<file path="config.mk">
export PLATFORM = sky130hd
export DESIGN_NAME = sem_pos
export DESIGN_NICKNAME = d
export VERILOG_FILES = /design/src/design/sem_pkg.sv /design/src/design/sem_pos.sv
export SDC_FILE = /design/constraint.sdc
export NUM_CORES = 1
export LEC_CHECK = 0
export BUFFER_PORTS_ARGS = -buffer_cell sky130_fd_sc_hd__buf_2
export CAP_MARGIN = 40
export CORE_ASPECT_RATIO = 1.4
export CORE_MARGIN = 5
export CORE_UTILIZATION = 30
export DETAILED_ROUTE_END_ITERATION = 10
export PLACE_DENSITY = 0.48
export SYNTH_ARGS = -nofsm -noshare
export SYNTH_HDL_FRONTEND = slang
export SYNTH_SLANG_ARGS = --single-unit
</file>
<file path="constraint.sdc">
create_clock -name clock -period 3.15 [get_ports clock]
set_input_delay 0.1575 -clock clock [delete_from_list [all_inputs] [get_ports clock]]
set_output_delay 0.1575 -clock clock [all_outputs]
set_load 0.02 [all_outputs]
</file>
<file path="src/design/sem_pkg.sv">
// ----------------------------------------------------------------------------
// sem_pkg - shared types and constants for the sobel edge magnitude core
// Field widths, register indexes and the small arithmetic helpers of the kernel.
// ----------------------------------------------------------------------------
package sem_pkg;

   localparam int PIXEL_W    = 8;
   localparam int MAG_W      = 8;
   localparam int COL_W      = 11;
   localparam int ROW_W      = 12;
   localparam int FW_W       = 12;
   localparam int FH_W       = 13;
   localparam int REQ_DATA_W = 8;
   localparam int RSP_DATA_W = 32;
   localparam int CSR_DATA_W = 13;
   localparam int CSR_ADDR_W = 1;
   localparam int SUM_W      = 10;
   localparam int WIDE_W     = 16;
   localparam int MIN_DIM    = 3;

   localparam logic [CSR_ADDR_W-1:0] CSR_FRAME_WIDTH  = 1'b0;
   localparam logic [CSR_ADDR_W-1:0] CSR_FRAME_HEIGHT = 1'b1;

   localparam logic [MAG_W-1:0] MAG_MAX = 8'd255;

   // per-pixel flags from the position tracker
   typedef struct packed {
      logic emit;
      logic done;
   } tag_type;

   // a + 2b + c
   function automatic logic [SUM_W-1:0] weigh(input logic [PIXEL_W-1:0] a,
                                              input logic [PIXEL_W-1:0] b,
                                              input logic [PIXEL_W-1:0] c);
      logic [SUM_W-1:0] s;
      s = SUM_W'(a) + (SUM_W'(b) << 1) + SUM_W'(c);
      return s;
   endfunction

   function automatic logic [SUM_W-1:0] absdiff(input logic [SUM_W-1:0] a,
                                                input logic [SUM_W-1:0] b);
      logic [SUM_W-1:0] d;
      d = (a > b) ? (a - b) : (b - a);
      return d;
   endfunction

endpackage

</file>
<file path="src/design/sem_pos.sv">
// ----------------------------------------------------------------------------
// sem_pos - frame geometry registers and raster position tracker
// Holds the clamped frame size and the column/row of the next pixel, and flags
// whether the pixel being transferred completes an interior window.
// ----------------------------------------------------------------------------
module sem_pos
   import sem_pkg::*;
#(
   parameter int MAX_WIDTH  = 2048,
   parameter int MAX_HEIGHT = 4096
) (
   input  logic                          clock,
   input  logic                          reset,
   input  logic                          csr_we,
   input  logic [CSR_ADDR_W-1:0]         csr_addr,
   input  logic [CSR_DATA_W-1:0]         csr_wdata,
   input  logic                          req_accept,
   input  logic                          first_of_frame,
   output logic [$clog2(MAX_WIDTH)-1:0]  pos_col,
   output logic [$clog2(MAX_HEIGHT)-1:0] pos_row,
   output tag_type                       pos_tag
);

   localparam int CW = $clog2(MAX_WIDTH);
   localparam int RW = $clog2(MAX_HEIGHT);
   localparam logic [WIDE_W-1:0] MAXW = WIDE_W'(MAX_WIDTH);
   localparam logic [WIDE_W-1:0] MAXH = WIDE_W'(MAX_HEIGHT);
   localparam logic [WIDE_W-1:0] MIND = WIDE_W'(MIN_DIM);
   localparam int W_RST = (640 > MAX_WIDTH) ? MAX_WIDTH : 640;
   localparam int H_RST = (480 > MAX_HEIGHT) ? MAX_HEIGHT : 480;

   logic [CW:0]   width_ff, width_in;
   logic [RW:0]   height_ff, height_in;
   logic [CW-1:0] col_ff, col_in;
   logic [RW-1:0] row_ff, row_in;
   logic [WIDE_W-1:0] wv, hv;
   logic [CW:0]   col_ext, col_inc;
   logic [RW:0]   row_ext, row_inc;

   // size writes are clamped once, at write time
   always_comb begin
      wv = WIDE_W'(csr_wdata[FW_W-1:0]);
      hv = WIDE_W'(csr_wdata[FH_W-1:0]);
      width_in  = width_ff;
      height_in = height_ff;
      if (csr_we && csr_addr == CSR_FRAME_WIDTH) begin
         if (wv < MIND) begin
            width_in = (CW+1)'(MIND);
         end else if (wv > MAXW) begin
            width_in = (CW+1)'(MAXW);
         end else begin
            width_in = (CW+1)'(wv);
         end
      end
      if (csr_we && csr_addr == CSR_FRAME_HEIGHT) begin
         if (hv < MIND) begin
            height_in = (RW+1)'(MIND);
         end else if (hv > MAXH) begin
            height_in = (RW+1)'(MAXH);
         end else begin
            height_in = (RW+1)'(hv);
         end
      end
   end

   assign pos_col = first_of_frame ? '0 : col_ff;
   assign pos_row = first_of_frame ? '0 : row_ff;
   assign col_ext = (CW+1)'(pos_col);
   assign row_ext = (RW+1)'(pos_row);
   assign col_inc = col_ext + (CW+1)'(1);
   assign row_inc = row_ext + (RW+1)'(1);

   always_comb begin
      pos_tag.emit = (col_ext >= (CW+1)'(2)) && (col_ext < width_ff) &&
                     (row_ext >= (RW+1)'(2)) && (row_ext < height_ff);
      pos_tag.done = (col_ext == width_ff - (CW+1)'(1)) &&
                     (row_ext == height_ff - (RW+1)'(1));
   end

   always_comb begin
      col_in = col_ff;
      row_in = row_ff;
      if (req_accept) begin
         if (col_inc >= width_ff) begin
            col_in = '0;
            row_in = (row_inc >= height_ff) ? '0 : row_inc[RW-1:0];
         end else begin
            col_in = col_inc[CW-1:0];
            row_in = pos_row;
         end
      end
   end

   always_ff @(posedge clock) begin
      if (reset) begin
         width_ff  <= (CW+1)'(W_RST);
         height_ff <= (RW+1)'(H_RST);
         col_ff    <= '0;
         row_ff    <= '0;
      end else begin
         width_ff  <= width_in;
         height_ff <= height_in;
         col_ff    <= col_in;
         row_ff    <= row_in;
      end
   end

endmodule

</file>
==> results of run 1 <==
[logic make-up (layout without fill, tap and decap cells)]
logic type                 after synthesis  in the layout
adders and majority gates               54             54
buffers and inverters                   71            167
muxes                                    4              4
xor gates and xnor gates                44             44
AOI/OAI and AO/OA                      114            114
and+or+nand+nor                        203            203
DFF                                     48             48
[routing by layer]
metal	track usage, %	vias up	part of all wire [%]
li1	-	2124	-
met1	18.16	1983	40
met2	31.90	79	54
met3	1.947	24	2.8
met4	7.188	0	3.2
met5	0	-	0
[metrics by stage]
step                      setup slack [ns]  instance area (um2)  utilization (%)  total power [uW]  TNS (ns)
after floorplan                    -0.2062                 4420                -             817.7    -1.576
after global placement             -0.1904                 5209            36.39             893.4    -1.875
after detailed placement           -0.2362                 5209            36.39             899.0    -3.457
after CTS                         0.002887                 5455            38.11              1421         0
after global routing               -0.1198                 5624            39.29              1477    -1.027
final                             -0.01845                 5624            39.29              1407  -0.01845
[what timing repair did]
item	CTS	global route
cloned	0	0
pin swaps	2	12
setup endpoints to repair	24	24
gates resized for setup	17	27
buffers inserted	4	5
[final cells by class]
class	instances	area (um2)
fillers	1510	8690
multi-input cells	419	3344
flip-flops and latches	48	969.7
repair buffers	114	767.0
well taps	189	236.5
inverters	46	172.7
clock buffers	6	128.9
clock inverters	1	5.005
[state kept, by name, summed over array words and instances (netlist names)]
register	flops
height_ff	13
row_ff	12
width_ff	12
col_ff	11
[worst paths after layout]
path	slack [ns]	end	cells past startpoint	from
setup reg to reg	-0.02	row_ff[3]	14	row_ff[1]
hold / removal	0.14	height_ff[8]	2	csr_wdata[8]
hold reg to reg	0.46	row_ff[7]	1	row_ff[7]
setup / recovery	-0.02	row_ff[3]	14	row_ff[1]
[layout by cell type, fill, tap and decap left out, types with 8 or more instances in the layout]
cell type / instances
buf_4: 70
ha_1: 51
inv_1: 44
dfxtp_1: 43
buf_2: 42
nor2_1: 38
a21oi_1: 32
xnor2_1: 31
nand3_1: 21
nand2_1: 18
nor2b_1: 18
nor3_1: 15
nand2b_1: 15
o21ai_0: 10
xor2_1: 8
nor4_1: 8
a21o_1: 8
a22oi_1: 8
[worst max-delay path: stages, from the launching register on]
cell	delay (ns)
dfxtp_1	0.33
nor2b_4	0.20
ha_4	0.15
and4_1	0.22
and4_1	0.22
and3_4	0.22
xor2_2	0.08
ha_1	0.35
a21oi_2	0.14
nor2b_1	0.07
or4_1	0.49
a21oi_2	0.15
o211ai_1	0.13
buf_4	0.18
a2bb2o_4	0.20
[power by group through the flow]
stage               logic [uW]  registers [uW]  clock network (uW)
finish                     253             643                 511
global route               283             645                 548
CTS                        248             643                 530
detailed placement         242             656                   0
global placement           237             656                   0
floorplan                  169             648                   0
==> reports/summary.txt, run 1 <==
status = finished with violations
failing checks = setup timing
top-area cell type share of the netlist area = 22.20%
Boundary Pins = 44
Worst VDD drop = 0.2246 mV
largest family of logic cells by synthesized area = simple AND/OR/NAND/NOR gates
xor/xnor share of the synthesized area = 9.538%
Synth area leaders = dfxtp_1 (22%), ha_1 (16%), xnor2_1 (6.7%), a21oi_1 (4.2%), inv_1 (4.0%)
worst skew pair latency = 0.29 ns
Syn Std Cell Area = 4329 um2
buffers added on ports = 43
chip width = 111.5 um
max-cap violation count = 0
vias after detailed routing = 4210
WP data arrival = 3.41 ns
Async S/R FF share, synth = 0%
top-count cell post-synth = ha_1
unrepaired setup endpoints after global routing = yes
initial drt markers = 195
Die Area = 16970 um2
initial core utilization = 30.24%
first-pass GRT wire length = 22.93 mm
initial antenna violation count = 0
DPL Wire Length = 11.52 mm
Remaining DRCs = 0
crit start category = flop
clk slew on worst S/H paths = 0.06 ns
total CTS buffers = 5
setup ws final = -0.01845 ns
clock sinks = 48
final hold vios = 0
critical path class = reg2reg
Final nets = 707
post-synthesis compound-gate area fraction = 18.29%
clock buffer depth = 2
non-filler cells, final = 823
Synth-to-Final Area Change = 29.91%
layout cells sized above 1 = 27.29%
CTS tree = yes
Syn Inst Count = 538
most common library cells after synthesis = ha_1 (54), dfxtp_1 (48), inv_1 (46), nor2_1 (39), a21oi_1 (36)
Core ar. = 14310 um2
Final Max Tran Viols = 0
Slew @ Worst Pin = 0.8236 ns
fin crit period = 3.168 ns
Rel. slew slack = 45.09%
ANT cells = 0
Hold Path Class = in2reg
final RePlAce weighted congestion = 0.8762
Synth Area in Simple Gates = 26.88%
Yosys reg bits = 48
placed instance count = 807
CP Capture Type = flop
H-tree depth = 2
Post-synth EDFFs = 0
gr usage total = 16.66%
clock skew = 0.003602 ns
grt total ovfl = 0
Synth area leader = dfxtp_1
Clk network pwr share = 36.3%
pin count of the biggest net entering global routing = 40
Fin Hold WS = 0.1439 ns
Net Sw Frac = 27.59%
Leak = 0.002513 uW
combinational fraction of design power = 18.0%
critical path fanouts, max = 3
most common flop cell mapped by yosys = dfxtp_1
share of power burned in registers = 45.7%
syn_nets = 611
post-synthesis mux area share = 0.9249%
WL/cell = 17.24 um
sequential area share after synthesis = 22.20%
Total Wirelength = 14.19 mm
router iterations before antenna repair = 4
PD cells = 250.2 nW/um2
root buffer cell = clkbuf_16
internal power = 1019 uW
final-report setup violation count = 1
vias in the first global route = 4449
# rows = 52
chip height = 152.1 um
NetSw = 388.3 uW
remaining antenna violation count = 0
Max Clk Rate = 315.6 MHz
WP data required = 3.39 ns
final worst-path cycle share = 100.6%
Adder-Cell Fraction of Synth Area = 15.61%
vias per cell = 5.115
Synth cell types = 58
CTS Hold Bufs = 0
synth warn = 0
Avg Cell Area, Syn = 8.047 um2
Note: power is estimated with default switching activity, not from simulation.
==> run 2, diff against run 1 <==
Settings changed: TNS_END_PERCENT set to 10.
==> reports/summary.txt, run 2 (same netlist as run 1, synthesis figures left out) <==
status = finished with violations
failing checks = setup timing
Crit path max-delay family = simple AND/OR/NAND/NOR gates
initial core utilization = 30.24%
critical path class = reg2reg
layout cells sized above 1 = 27.19%
crit start category = flop
Synth-to-Final Area Change = 29.97%
combinational fraction of design power = 17.2%
Final nets = 712
Non-Filler Cell Area, Final = 5627 um2
max FFs per register = 13
# rows = 52
final RePlAce weighted congestion = 0.8615
remaining antenna violation count = 0
Rel. slew slack = 51.04%
Leak = 0.002523 uW
max-cap violation count = 0
commonest non-fill, non-tap cell in the layout = buf_4
grt total ovfl = 0
critical path fanouts, max = 5
final worst-path cycle share = 101.6%
pin count of the biggest net entering global routing = 40
chip width = 111.5 um
internal power = 1047 uW
Worst VDD drop = 0.1962 mV
ANT cells = 0
DPL Wire Length = 11.20 mm
clock buffer depth = 2
largest registers = height_ff: 13 flops, row_ff: 12 flops, width_ff: 12 flops
WL/cell = 16.73 um
Crit path top cell by count = and4_4
total CTS buffers = 5
Slowest cell on crit path = or4_4
placed instance count = 811
PD cells = 255.3 nW/um2
Hold Path Class = in2reg
Net Sw Frac = 27.13%
Die Area = 16970 um2
Final Max Tran Viols = 0
largest reg by FF count = height_ff
buffers added on ports = 43
unrepaired setup endpoints after global routing = yes
router iterations before antenna repair = 4
WP data arrival = 3.44 ns
gr usage total = 16.27%
final-report setup violation count = 4
clock skew = 0.008464 ns
Placed Area = 5226 um2
CTS tree = yes
slowest stage delay, CP = 0.49 ns
worst skew pair latency = 0.29 ns
non-filler cells, final = 829
initial drt markers = 186
Slew @ Worst Pin = 0.7344 ns
Clk network pwr share = 37.9%
commonest non-fill, non-tap cells in the layout = buf_4 (76), ha_1 (51), dfxtp_1 (44), inv_1 (43), buf_2 (42)
vias in the first global route = 4316
Core ar. = 14310 um2
final core utilization = 39.31%
vias after detailed routing = 4194
crit path cell chain = nor2b_4 -> ha_4 -> and4_4 -> and4_4 -> and3_4 -> xor2_2 -> ha_1 -> a21oi_2 -> nor2b_2 -> or4_4 -> a21oi_4 -> o211ai_1 -> buf_4 -> a2bb2o_4
chip height = 152.1 um
share of power burned in registers = 44.8%
CP Capture Type = flop
initial antenna violation count = 0
H-tree depth = 2
final hold vios = 0
NetSw = 389.7 uW
filler cell count = 1506
Boundary Pins = 44
root buffer cell = clkbuf_16
Remaining DRCs = 0
Max Clk Rate = 312.4 MHz
fin crit period = 3.201 ns
Total Wirelength = 13.87 mm
clock sinks = 48
reg-to-reg slack, setup = -0.05 ns
vias per cell = 5.059
first-pass GRT wire length = 22.36 mm
WP data required = 3.39 ns
setup ws final = -0.05129 ns
clk slew on worst S/H paths = 0.07 ns
WP buf/inv = 1
run 2: final cells by class:
type	count	area (um2)	share of cell area, %
Sequential cell	48	965.9	17.17
Multi-Input combinational cell	419	3304	58.73
Timing Repair Buffer	119	800.8	14.23
Tap cell	189	236.5	4.203
Clock buffer	8	146.4	2.602
Inverter	46	172.7	3.069
run 2: power groups by stage:
stage	sequential (uW)	clock [uW]	combinational, uW
2_1_floorplan	648	0	167
3_3_place_gp	657	0	234
3_5_place_dp	657	0	239
4_1_cts	644	566	244
5_1_grt	646	582	277
6_report	644	545	247
run 2: worst paths after layout:
check                           startpoint       endpoint  depth (start not counted)
worst max register to register   row_ff[0]      row_ff[1]                         14
worst max-delay path             row_ff[0]      row_ff[1]                         14
worst min register to register   row_ff[9]      row_ff[9]                          1
worst min-delay path              csr_addr  height_ff[12]                          3
run 2: tightest hold or removal path, delay by kind of cell:
family / cells / cell delay (ns)
AOI/OAI and AO/OA: 1 / 0.05
buffers and inverters: 1 / 0.11
and+or+nand+nor: 1 / 0.07
run 2: routing by layer:
metal | track usage, % | wire (um) | vias to the layer above
li1 | - | - | 2123
met1 | 18.33 | 5623 | 1977
met4 | 8.522 | 623 | 0
met5 | 0 | 0 | -
met2 | 29.85 | 7359 | 62
met3 | 1.669 | 267 | 32
run 2: timing repair:
item / in CTS / in global routing
gates cloned: 1 / 0
resized for setup: 20 / 20
setup endpoints to repair: 24 / 24
pin swaps: 8 / 7
buffers inserted: 6 / 3
hold buffers: 0 / 0
run 2: metrics by stage:
stage                TNS, ns  total power, uW  setup slack, ns  hold WS, ns
global route          -1.398             1506          -0.1848       0.1487
finish              -0.09439             1436         -0.05129       0.1494
global placement      -1.336            890.9          -0.1285       0.4390
floorplan             -2.836            815.8          -0.2066       0.2962
CTS                 -0.04838             1453         -0.03351       0.1415
detailed placement    -1.810            895.3          -0.1482       0.4465
