## src/design/sem_pkg.sv

```systemverilog
// ----------------------------------------------------------------------------
// sem_pkg - shared types and constants for the sobel edge magnitude core
// Field widths, register indexes and the small arithmetic helpers of the kernel.
// ----------------------------------------------------------------------------
package sem_pkg;

   localparam int PIXEL_W    = 8;
   localparam int MAG_W      = 8;
   localparam int COL_W      = 11;
   localparam int ROW_W      = 12;
   localparam int FW_W       = 12;
   localparam int FH_W       = 13;
   localparam int REQ_DATA_W = 8;
   localparam int RSP_DATA_W = 32;
   localparam int CSR_DATA_W = 13;
   localparam int CSR_ADDR_W = 1;
   localparam int SUM_W      = 10;
   localparam int WIDE_W     = 16;
   localparam int MIN_DIM    = 3;

   localparam logic [CSR_ADDR_W-1:0] CSR_FRAME_WIDTH  = 1'b0;
   localparam logic [CSR_ADDR_W-1:0] CSR_FRAME_HEIGHT = 1'b1;

   localparam logic [MAG_W-1:0] MAG_MAX = 8'd255;

   // per-pixel flags from the position tracker
   typedef struct packed {
      logic emit;
      logic done;
   } tag_type;

   // a + 2b + c
   function automatic logic [SUM_W-1:0] weigh(input logic [PIXEL_W-1:0] a,
                                              input logic [PIXEL_W-1:0] b,
                                              input logic [PIXEL_W-1:0] c);
      logic [SUM_W-1:0] s;
      s = SUM_W'(a) + (SUM_W'(b) << 1) + SUM_W'(c);
      return s;
   endfunction

   function automatic logic [SUM_W-1:0] absdiff(input logic [SUM_W-1:0] a,
                                                input logic [SUM_W-1:0] b);
      logic [SUM_W-1:0] d;
      d = (a > b) ? (a - b) : (b - a);
      return d;
   endfunction

endpackage

```

## src/design/sem_kernel.sv

```systemverilog
// ----------------------------------------------------------------------------
// sem_kernel - 3x3 window, sobel gradient sum and result register
// Shifts the two left columns of the window and registers one saturated
// magnitude with its center position for the result channel.
// ----------------------------------------------------------------------------
module sem_kernel
   import sem_pkg::*;
#(
   parameter int CW = 11,
   parameter int RW = 12
) (
   input  logic               clock,
   input  logic               reset,
   input  logic               advance,
   input  tag_type            tag,
   input  logic [CW-1:0]      col,
   input  logic [RW-1:0]      row,
   input  logic [PIXEL_W-1:0] px_top,
   input  logic [PIXEL_W-1:0] px_mid,
   input  logic [PIXEL_W-1:0] px_bot,
   input  logic               rsp_tready,
   output logic               rsp_tvalid,
   output logic [MAG_W-1:0]   magnitude,
   output logic [COL_W-1:0]   center_column,
   output logic [ROW_W-1:0]   center_row,
   output logic               frame_done
);

   // 0..2: column c-2 top/mid/bottom, 3..5: column c-1
   logic [PIXEL_W-1:0] win_ff [6];
   logic [PIXEL_W-1:0] win_in [6];
   logic [SUM_W-1:0]   gx, gy;
   logic [SUM_W:0]     gsum;
   logic [MAG_W-1:0]   mag;
   logic [WIDE_W-1:0]  col_m1, row_m1;
   logic               valid_ff, valid_in;
   logic [MAG_W-1:0]   mag_ff;
   logic [COL_W-1:0]   ccol_ff;
   logic [ROW_W-1:0]   crow_ff;
   logic               done_ff;

   always_comb begin
      gx   = absdiff(weigh(px_top, px_mid, px_bot),
                     weigh(win_ff[0], win_ff[1], win_ff[2]));
      gy   = absdiff(weigh(win_ff[0], win_ff[3], px_top),
                     weigh(win_ff[2], win_ff[5], px_bot));
      gsum = (SUM_W+1)'(gx) + (SUM_W+1)'(gy);
      mag  = (gsum > (SUM_W+1)'(MAG_MAX)) ? MAG_MAX : gsum[MAG_W-1:0];
      col_m1 = WIDE_W'(col) - WIDE_W'(1);
      row_m1 = WIDE_W'(row) - WIDE_W'(1);
   end

   always_comb begin
      win_in = win_ff;
      if (advance) begin
         win_in[0] = win_ff[3];
         win_in[1] = win_ff[4];
         win_in[2] = win_ff[5];
         win_in[3] = px_top;
         win_in[4] = px_mid;
         win_in[5] = px_bot;
      end
   end

   always_comb begin
      if (advance && tag.emit) begin
         valid_in = 1'b1;
      end else if (rsp_tready) begin
         valid_in = 1'b0;
      end else begin
         valid_in = valid_ff;
      end
   end

   always_ff @(posedge clock) begin
      if (reset) begin
         valid_ff <= 1'b0;
         for (int i = 0; i < 6; i++) begin
            win_ff[i] <= '0;
         end
      end else begin
         valid_ff <= valid_in;
         win_ff   <= win_in;
      end
   end

   always_ff @(posedge clock) begin
      if (advance && tag.emit) begin
         mag_ff  <= mag;
         ccol_ff <= col_m1[COL_W-1:0];
         crow_ff <= row_m1[ROW_W-1:0];
         done_ff <= tag.done;
      end
   end

   assign rsp_tvalid    = valid_ff;
   assign magnitude     = mag_ff;
   assign center_column = ccol_ff;
   assign center_row    = crow_ff;
   assign frame_done    = done_ff;

endmodule

```

## config.mk

```make
export PLATFORM = sky130hd
export DESIGN_NAME = sem_kernel
export DESIGN_NICKNAME = d
export VERILOG_FILES = /design/src/design/sem_pkg.sv /design/src/design/sem_kernel.sv
export SDC_FILE = /design/constraint.sdc
export NUM_CORES = 1
export LEC_CHECK = 0
export BUFFER_PORTS_ARGS = -buffer_cell sky130_fd_sc_hd__buf_2
export CAP_MARGIN = 20
export CORE_MARGIN = 8
export CORE_UTILIZATION = 37
export CTS_CLUSTER_DIAMETER = 200
export DETAILED_ROUTE_END_ITERATION = 8
export GPL_TIMING_DRIVEN = 0
export HOLD_SLACK_MARGIN = 0.05
export PLACE_DENSITY = 0.63
export SLEW_MARGIN = 20
export SYNTH_ARGS = -nofsm -noshare
export SYNTH_HDL_FRONTEND = slang
export SYNTH_SLANG_ARGS = --single-unit
```

## constraint.sdc

```tcl
create_clock -name clock -period 12.09 [get_ports clock]
set_input_delay 3.0225 -clock clock [delete_from_list [all_inputs] [get_ports clock]]
set_output_delay 3.0225 -clock clock [all_outputs]
set_load 0.005 [all_outputs]
```

==> summary.txt, run 1 <==
STA
  – Hold violation count in the final report: 0
  – Sum of negative setup slack: 0 ns
  – Period minus WS final: 8.77 ns
  – RSZ-0062 raised after global routing: no
  – Highest Clock Rate: 114 MHz
  – Worst-case clock skew: 0.00694 ns
  – Final clock period utilization by the worst path: 72.5%
  – Final setup viols: 0
  – Worst slew pin tran: 0.875 ns
  – Slew Viols, Final: 0
  – Slew Limit Headroom: 41.6%
  – Hold WS: 0.490 ns

Clock tree
  – Bufs on Longest Clock Path: 2
  – CTS buffer count: 9
  – CTS tree: yes
  – Clock slew seen by the registers of the worst setup and hold paths: 0.07 ns
  – Worst skew pair latency: 0.35 ns
  – H-tree levels: 3
  – Setup bufs post-CTS: 0
  – Sink Count: 81
  – Root buf cell: clkbuf_16
  – # hold bufs at CTS: 0
  – PostCTS Resize Cnt: 0

Synthesis
  – Synth cell types: 54
  – Synth top area share: 15.3%
  – Seq/Total Area, Yosys: 27.6%
  – Syn_nets: 898
  – Syn_area_per_cell: 9.75 sq um
  – Cells after Synth: 722
  – FFs w/ async S/R, synth: 0%
  – Syn Std Cell Area: 7040 sq um
  – Yosys warns: 0
  – Yosys reg bits: 81
  – Largest cells by area after synthesis: ha_1 15%, dfxtp_1 14%, edfxtp_1 14%
  – Most area-hungry cell type in the Yosys netlist: ha_1
  – EDFF count, synth: 32
  – Main synth FF type: dfxtp_1

Worst setup path
  – Max incr delay on CP: 0.54 ns
  – Top cell family by delay on the critical path: compound AO/OA/AOI/OAI gates
  – R2R setup slack: 5.76 ns
  – Worst r2r src: win_ff[25]
  – R2r endpoint: magnitude[0]
  – Type of element capturing the critical path: flip-flop
  – WP data required: 12.18 ns
  – Critical path buffers and inverters: 2
  – Arrival time worst endpoint: 8.86 ns
  – Startpoint class of the critical path: input pin
  – Setup CP Type: input pin to flip-flop
  – Critical path, cell by cell: buf_2 > fa_1 > ha_1 > a21o_1 > a21oi_1 > nor2b_1 > o21a_1 > o41ai_1 > xor2_1 > ha_1 > nand4_1 > o311ai_0 > o21ai_0 > buf_4 > mux2_2 > fa_1 > a21o_1 > a21oi_1 > o21ai_0 > o41ai_1 > o21ai_1 > or2_2
  – Slowest CP cell: fa_1
  – Worst R2R Path Depth: 23
  – Worst-path fanout max: 9

Floorplanning
  – Initial Utilization: 37.6%
  – Die extent in x: 154 um
  – Standard-cell rows: 50
  – Die Height: 154 um
  – CORE AREA: 18700 sq um
  – IO Pins: 86
  – Die area: 23700 sq um

Route
  – Routed wl met2: 7.21 mm
  – Drc violations: 0
  – Drt via density: 4.93
  – Post-route ant nets: 0
  – Initial drt markers: 212
  – DR WL met3: 836 um
  – Routed WL: 15.8 mm
  – Highest metal used: met4
  – Met1 Wirelength: 7.67 mm
  – Drt pass-1 iters: 4
  – Vias: 5206
  – Routed WL per cell: 15.0 um

Min path
  – HP Class: flip-flop to flip-flop
  – Hold Path Stages: 2
  – Min-Delay Startpoint: win_ff[25]
  – Hold Path Sink: win_ff[25]

Placed design
  – Hpwl dp: 13.3 mm
  – GPL Wtd Cong: 0.832
  – IO Port Bufs: 83

Layout
  – # diodes: 0
  – Final #Nets: 993
  – Multi-input logic area: 4770 sq um
  – Layout cells sized above 1: 14.8%
  – Reg area: 1940 sq um
  – Filler cells: 1832
  – Synthesis-to-layout area growth: 14.6%

Global route
  – Total track usage: 13.4%
  – Vias in the first global route: 5158
  – Largest net degree at the start of global routing: 33
  – First-pass GRT wire length: 25.9 mm
  – Gr ovfl total: 0
  – Number of antenna violations at the first check in global routing: 0

Pwr
  – PD cells: 202 nW/um^2
  – Leakage power: 3.82 nW
  – Peak VDD IR: 0.129 mV

Status
  – Status: finished, final reports clean

Job
  – Max Cap Viol: 0
[worst max-delay path by stage]
stage | start | end | slack [ns] | depth (start not counted)
4_1_cts | px_top[1] | magnitude[0] | 3.31 | 25
3_3_place_gp | px_top[1] | magnitude[1] | 2.96 | 25
3_5_place_dp | px_top[1] | magnitude[0] | 2.95 | 24
2_1_floorplan | px_top[1] | magnitude[1] | 3.75 | 23
6_report | px_top[2] | magnitude[0] | 3.32 | 22
5_1_grt | px_top[1] | magnitude[1] | 2.90 | 25
[sequential cells by signal, indices dropped and copies added (netlist names)]
| signal | flops |
|---|---|
| win_ff | 48 |
| center_column | 11 |
| rsp_tvalid | 1 |
| magnitude | 8 |
| frame_done | 1 |
| center_row | 12 |
[stage by stage]
step	power [mW]	util, %	instance area [sq um]	setup WS, ns	std cells
after CTS	1.65	43.1	8070	3.31	1056
after global placement	1.35	41.4	7750	2.96	1039
after floorplan	1.15	-	7040	3.75	722
after detailed placement	1.36	41.5	7770	2.95	1040
final	1.63	43.1	8070	3.32	1056
after global routing	1.78	43.1	8070	2.90	1056
[synth_stat cells, drive strengths merged (8+ instances only)]
master  count
nor2       85
dfxtp      49
ha         86
nor3       14
a21oi      37
inv        67
xor2       39
nand2      28
xnor2      35
o21ai      25
clkbuf      9
fa         37
a21o       19
o21a        8
nand2b     16
mux2i      63
edfxtp     32
[cell usage in the layout, fill, tap and decap left out, drive strengths merged, types with 6 or more instances in the layout]
cell,count
nor2,85
edfxtp,32
inv,68
nand2b,16
buf,91
mux2i,63
xor2,39
dfxtp,49
clkbuf,19
a21o,19
ha,86
nor3,14
fa,37
nor2b,6
nand4,6
o21a,8
xnor2,35
a21oi,37
nand2,28
o21ai,25
[worst reg2reg max path, cell delays in order, from the launching register on]
cell	delay, ns
dfxtp_1	0.33
inv_1	0.08
fa_1	0.53
inv_1	0.04
ha_1	0.22
a21o_1	0.18
a21oi_1	0.24
nor2b_1	0.08
o21a_1	0.22
o41ai_1	0.59
xnor2_1	0.14
ha_1	0.45
nand4_1	0.21
o311ai_0	0.30
o21ai_0	0.11
buf_4	0.20
mux2_2	0.32
fa_1	0.46
a21o_1	0.17
a21oi_1	0.26
o21ai_0	0.18
o41ai_1	0.26
o21ai_1	0.20
or2_2	0.32
[report_power, final]
| group | switching, mW | total [mW] | internal, mW |
|---|---|---|---|
| clock | 0.116 | 0.277 | 0.161 |
| sequential | 0.0101 | 0.331 | 0.321 |
| combinational | 0.566 | 1.02 | 0.455 |
| total | 0.692 | 1.63 | 0.937 |
[layout make-up]
cell class | instances | share of cell area [%]
Timing Repair Buffer | 84 | 5.40
Buffer | 16 | 0.977
Sequential cell | 81 | 24.1
Inverter | 67 | 3.12
Tap cell | 234 | 3.63
Multi-Input combinational cell | 558 | 59.1
Clock inverter | 6 | 0.838
Clock buffer | 10 | 2.84
[layer usage]
layer / GRT usage (%) / vias up
li1: - / 2671
met1: 17.4 / 2420
met2: 22.0 / 105
met3: 3.34 / 10
met4: 2.85 / 0
met5: 0 / -
[cells by family (layout without fill, tap and decap cells)]
family                     count (synthesis)  count (layout)  share of synthesized area [%]
buffers and inverters                     83             183                           4.69
muxes                                     65              65                           9.28
and+or+nand+nor                          173             173                           11.4
adders and majority gates                123             123                           25.8
xor gates and xnor gates                  74              74                           9.21
AOI/OAI and AO/OA                        123             123                           12.0
DFF                                       81              81                           27.6
Power figures use the tool's default switching activity.
==> inputs of run 2 (changes only) <==
PLACE_DENSITY = 0.65   (was 0.63)
clock period = 7.95 ns   (was 12.09 ns; I/O delays follow)
==> run 2 against run 1 <==
Sequential share of layout area about the same. Clock power increased by 41%. Design area about the same. Critical path type unchanged.
==> summary.txt, run 2 (synthesis results as in run 1) <==
Status
  – Status: finished, final reports clean

Pwr
  – PD cells: 307 nW/um^2 (+52%)
  – Peak VDD IR: 0.207 mV (+60%)
  – Leakage power: 3.82 nW (-0.17%)

Global route
  – Vias in the first global route: 5006 (-2.9%)
  – Gr ovfl total: 0 (unchanged)
  – GR Util met3: 3.39% (+0.056 points)
  – M2 GR Usage: 21.1% (-0.93 points)
  – Grt met1 use: 17.1% (-0.30 points)
  – First-pass GRT wire length: 25.0 mm (-3.6%)
  – Total track usage: 13.1% (-0.27 points)
  – Number of antenna violations at the first check in global routing: 0 (unchanged)
  – Largest net degree at the start of global routing: 33 (unchanged)
  – Gr busiest metal: met2

Layout
  – Layout cells sized above 1: 15.6% (+0.73 points)
  – Commonest non-fill, non-tap cells in the layout: 86 x buf_2, 86 x ha_1, 85 x nor2_1, 67 x inv_1, 63 x mux2i_1
  – # diodes: 0 (unchanged)
  – Synthesis-to-layout area growth: 14.6% (about the same)
  – Register name with the most flops: win_ff
  – Filler cells: 1784 (-2.6%)
  – Final #Nets: 993 (unchanged)
  – Design Area, Final: 8070 sq um (about the same)
  – Max reg flops: 48 (unchanged)
  – Final core utilization: 43.2% (about the same)

STA
  – Final clock period utilization by the worst path: 94.9%
  – Hold violation count in the final report: 0 (unchanged)
  – Sum of negative setup slack: 0 ns (unchanged)
  – Slew Viols, Final: 0 (unchanged)
  – Slew Limit Headroom: 42.6% (+1.0 points)
  – Worst slew pin tran: 0.860 ns (-0.0150 ns)
  – Period minus WS final: 7.54 ns
  – RSZ-0062 raised after global routing: no
  – Worst-case clock skew: 0.00707 ns (+0.000136 ns)
  – Highest Clock Rate: 133 MHz
  – Hold WS: 0.497 ns (+0.00646 ns)
  – Final setup viols: 0 (unchanged)

Clock tree
  – CTS tree: yes
  – CTS buffer count: 9 (unchanged)
  – H-tree levels: 3 (unchanged)
  – Root buf cell: clkbuf_16
  – Worst skew pair latency: 0.35 ns (about the same)
  – Clock slew seen by the registers of the worst setup and hold paths: 0.06 ns (about the same)
  – Bufs on Longest Clock Path: 2 (unchanged)
  – # hold bufs at CTS: 0 (unchanged)
  – Sink Count: 81 (unchanged)

Route
  – Post-route ant nets: 0 (unchanged)
  – Routed WL: 15.4 mm (-2.6%)
  – Drt via density: 4.91 (-0.35%)
  – Drc violations: 0 (unchanged)
  – Routed WL per cell: 14.6 um (-2.6%)
  – Drt pass-1 iters: 5 (+1)
  – Initial drt markers: 223 (+5.2%)
  – Vias: 5188 (-0.35%)

Floorplanning
  – Die extent in x: 154 um (unchanged)
  – Standard-cell rows: 50 (unchanged)
  – CORE AREA: 18700 sq um (unchanged)
  – IO Pins: 86 (unchanged)
  – Initial Utilization: 37.6% (unchanged)
  – Die Height: 154 um (unchanged)
  – Die area: 23700 sq um (unchanged)

Job
  – Max Cap Viol: 0 (unchanged)

Placed design
  – GPL Wtd Cong: 0.866 (+4.1%)
  – Hpwl dp: 13.0 mm (-1.7%)
  – Post-DP Area: 7770 sq um (unchanged)
  – IO Port Bufs: 83 (unchanged)

Worst setup path
  – Worst-path fanout max: 9 (unchanged)
  – Type of element capturing the critical path: flip-flop
  – Setup CP Type: input pin to flip-flop
  – Arrival time worst endpoint: 7.64 ns (-1.22 ns)
  – Startpoint class of the critical path: input pin
  – WP data required: 8.05 ns (-4.13 ns)

Min path
  – HP Class: flip-flop to flip-flop
run 2: where the power goes:
| group | switching [mW] | internal (mW) | leakage (nW) |
|---|---|---|---|
| clock | 0.177 | 0.213 | 0.125 |
| sequential | 0.0156 | 0.488 | 0.690 |
| combinational | 0.878 | 0.706 | 3.00 |
run 2: final cells by class:
class                      count  area (sq um)  share of cell area, %
clock buffer                   9           225                   2.79
tap                          234           293                   3.63
buffer                        16          78.8                  0.977
clock inverter                 7          53.8                  0.667
sequential                    81          1940                   24.1
inverter                      67           251                   3.12
timing repair buffer          84           435                   5.39
multi-input combinational    558          4790                   59.4
run 2: stage by stage:
stage                     power (mW)  setup WS, ns  instances
final                           2.48         0.408       1056
after global routing            2.70        0.0254       1056
after CTS                       2.48         0.219       1056
after detailed placement        2.07        -0.144       1040
after global placement          2.05       -0.0917       1039
after floorplan                 1.75         0.645        722
run 2: worst paths after layout:
| kind | start | endpoint | slack [ns] | cells past startpoint |
|---|---|---|---|---|
| setup / recovery | px_top[1] | magnitude[0] | 0.41 | 25 |
| hold / removal | win_ff[14] | win_ff[38] | 0.50 | 2 |
| setup reg to reg | win_ff[25] | magnitude[0] | 1.76 | 23 |
| hold reg to reg | win_ff[14] | win_ff[38] | 0.50 | 2 |
run 2: critical path, stage by stage:
cell and delay [ns]:
buf_2 0.09, inv_1 0.08, fa_1 0.54, inv_1 0.04, ha_1 0.22, fa_1 0.41, a21o_1 0.19, a21oi_2 0.22
o21bai_1 0.09, a21oi_1 0.23, xor2_1 0.12, ha_1 0.40, nand2_1 0.13, o21a_1 0.20, o31a_1 0.12, o21ai_0 0.16
buf_4 0.22, mux2_2 0.38, fa_1 0.46, a21o_1 0.17, a21oi_1 0.25, o21ai_0 0.20, o41ai_2 0.26, o21ai_2 0.15
or2_2 0.30
run 2: timing repair:
action,CTS,global route
endpoints found under the setup margin,0,8
buffers inserted,0,0
gates resized for setup,0,4
run 2: routing by layer:
| layer | part of all wire [%] | wire length [um] |
|---|---|---|
| met2 | 45 | 6960 |
| met5 | 0 | 0 |
| met3 | 5.6 | 868 |
| met1 | 48 | 7460 |
| met4 | 0.71 | 110 |
==> inputs of run 3 (changes only) <==
CTS_BUF_LIST = sky130_fd_sc_hd__clkbuf_8 sky130_fd_sc_hd__clkbuf_16   (was not set)
PLACE_DENSITY = 0.63   (was 0.65)
clock period = 8.3 ns   (was 7.95 ns; I/O delays follow)
==> run 3 against run 2 <==
Worst hold slack got worse by 0.0065 ns. Core utilization about the same. Critical endpoint unchanged. Highest routed layer unchanged. Clock power increased by 3%.
==> summary.txt, run 3 (synthesis results as in run 1) <==
Route
  – Post-route ant nets: 0 (unchanged)
  – Drc violations: 0 (unchanged)
  – Drt via density: 4.93 (+0.29%)
  – Initial drt markers: 212 (-4.9%)
  – Routed WL per cell: 15.0 um (+2.7%)
  – Vias: 5203 (+0.29%)
  – Routed WL: 15.8 mm (+2.7%)
  – Drt pass-1 iters: 4 (-1)

Clock tree
  – PostCTS Resize Cnt: 0 (unchanged)
  – CTS tree: yes
  – # hold bufs at CTS: 0 (unchanged)
  – Bufs on Longest Clock Path: 2 (unchanged)
  – Clock slew seen by the registers of the worst setup and hold paths: 0.07 ns (about the same)
  – Root buf cell: clkbuf_16
  – Sink Count: 81 (unchanged)
  – Setup bufs post-CTS: 0 (unchanged)
  – CTS buffer count: 9 (unchanged)
  – Worst skew pair latency: 0.35 ns (about the same)
  – H-tree levels: 3 (unchanged)

Placed design
  – GPL Wtd Cong: 0.832 (-3.9%)
  – Dpl ws: 0.110 ns (+0.254 ns)
  – Hpwl dp: 13.3 mm (+1.7%)
  – Post-DP Area: 7770 sq um (unchanged)
  – IO Port Bufs: 83 (unchanged)

STA
  – Highest Clock Rate: 128 MHz
  – Final setup viols: 0 (unchanged)
  – Final clock period utilization by the worst path: 94.2%
  – Sum of negative setup slack: 0 ns (unchanged)
  – Setup WS post-layout: 0.480 ns (+0.0717 ns)
  – Slew Viols, Final: 0 (unchanged)
  – RSZ-0062 raised after global routing: no
  – Worst slew pin tran: 0.876 ns (+0.0160 ns)
  – Worst-case clock skew: 0.00729 ns (+0.000211 ns)
  – Slew Limit Headroom: 41.6% (-1.1 points)
  – Period minus WS final: 7.82 ns
  – Hold violation count in the final report: 0 (unchanged)

Pwr
  – Leakage power: 3.83 nW (+0.28%)
  – Power consumption: 2.37 mW (-4.3%)
  – Peak VDD IR: 0.188 mV (-9.1%)
  – PD cells: 294 nW/um^2 (-4.3%)

Layout
  – Max reg flops: 48 (unchanged)
  – Synthesis-to-layout area growth: 14.6% (about the same)
  – Final core utilization: 43.1% (about the same)
  – Commonest non-fill, non-tap cells in the layout: 86 x buf_2, 86 x ha_1, 85 x nor2_1, 68 x inv_1, 63 x mux2i_1
  – Design Area, Final: 8070 sq um (about the same)
  – Layout cells sized above 1: 14.8% (-0.73 points)
  – # diodes: 0 (unchanged)
  – Register name with the most flops: win_ff
  – Final #Nets: 993 (unchanged)

Global route
  – Largest net degree at the start of global routing: 33 (unchanged)
  – Total track usage: 13.4% (+0.27 points)
  – First-pass GRT wire length: 25.9 mm (+3.7%)
  – Vias in the first global route: 5158 (+3.0%)
  – Number of antenna violations at the first check in global routing: 0 (unchanged)
  – Gr ovfl total: 0 (unchanged)

Worst setup path
  – Setup CP Type: input pin to flip-flop
  – Critical path buffers and inverters: 2 (-2)
  – Worst r2r src: win_ff[25]
  – R2r endpoint: magnitude[0]
  – Critical Path End: magnitude[0]
  – Arrival time worst endpoint: 7.91 ns (+0.27 ns)
  – Critical path, cell by cell: buf_2 > fa_1 > ha_1 > a21o_1 > a21oi_1 > nor2b_1 > o21a_1 > o41ai_1 > xor2_1 > ha_1 > nand4_1 > o311ai_0 > o21ai_0 > buf_4 > mux2_2 > fa_1 > a21o_1 > a21oi_1 > o21ai_0 > o41ai_1 > o21ai_1 > or2_2
  – Worst-path fanout max: 9 (unchanged)
  – Startpoint class of the critical path: input pin
  – Top cell family by delay on the critical path: compound AO/OA/AOI/OAI gates
  – Max incr delay on CP: 0.54 ns (about the same)
  – Crit path launch: px_top[2]
  – R2R setup slack: 1.97 ns (+0.21 ns)
  – Type of element capturing the critical path: flip-flop
  – Worst path depth: 22 (-12%)
  – WP data required: 8.39 ns (+0.34 ns)
  – Slowest CP cell: fa_1
  – Worst R2R Path Depth: 23 (unchanged)

Status
  – Status: finished, final reports clean

Floorplanning
  – CORE AREA: 18700 sq um (unchanged)
  – Die extent in x: 154 um (unchanged)
  – Die Height: 154 um (unchanged)
  – IO Pins: 86 (unchanged)
  – Initial Utilization: 37.6% (unchanged)
  – Standard-cell rows: 50 (unchanged)
  – Die area: 23700 sq um (unchanged)

Job
  – Max Cap Viol: 0 (unchanged)

Min path
  – Min-Delay Startpoint: win_ff[25]
  – HP Class: flip-flop to flip-flop
## run 3: cell types whose count changed in the layout (fill, tap and decap cells not counted), sizes merged
| cell | previous run | this run |
|---|---|---|
| clkinvlp | 4 | 1 |
| clkinv | 1 | 3 |
| bufinv | 0 | 1 |
## run 3: report_power, final
group          internal (mW)  switching [mW]  total (mW)
sequential             0.468          0.0147       0.482
combinational          0.663           0.825        1.49
clock                  0.233           0.169       0.402
total                   1.36            1.01        2.37
## run 3: tightest hold or removal path: stages, from the launching register on
cell     delay [ns]
dfxtp_1        0.33
mux2i_1        0.06
nor2_1         0.07
## run 3: per-layer routing
| layer | vias to the layer above | wire length, um | track usage, % |
|---|---|---|---|
| met5 | - | 0 | 0 |
| met4 | 0 | 105 | 2.85 |
| met3 | 10 | 809 | 3.34 |
| met2 | 103 | 7210 | 22.0 |
| met1 | 2419 | 7690 | 17.4 |
| li1 | 2671 | - | - |
## run 3: how the worst min path moves through the flow
stage	end	slack (ns)	cells after the start
after floorplan	win_ff[10]	0.46	2
after global placement	rsp_tvalid	0.47	2
after detailed placement	win_ff[36]	0.48	2
after CTS	win_ff[25]	0.50	2
after global routing	rsp_tvalid	0.51	2
final	win_ff[25]	0.49	2
## run 3: area by class of cell
type                    count  area (sq um)
fillers                  1832         10600
multi-input cells         558          4770
flip-flops and latches     81          1940
repair buffers             84           435
well taps                 234           293
inverters                  67           251
clock buffers               9           225
plain buffers              16          78.8
clock inverters             7          71.3
## run 3: metrics by stage
stage | hold slack [ns] | instances
floorplan | 0.460 | 722
global placement | 0.465 | 1039
finish | 0.490 | 1056
detailed placement | 0.480 | 1040
global route | 0.510 | 1056
CTS | 0.498 | 1056
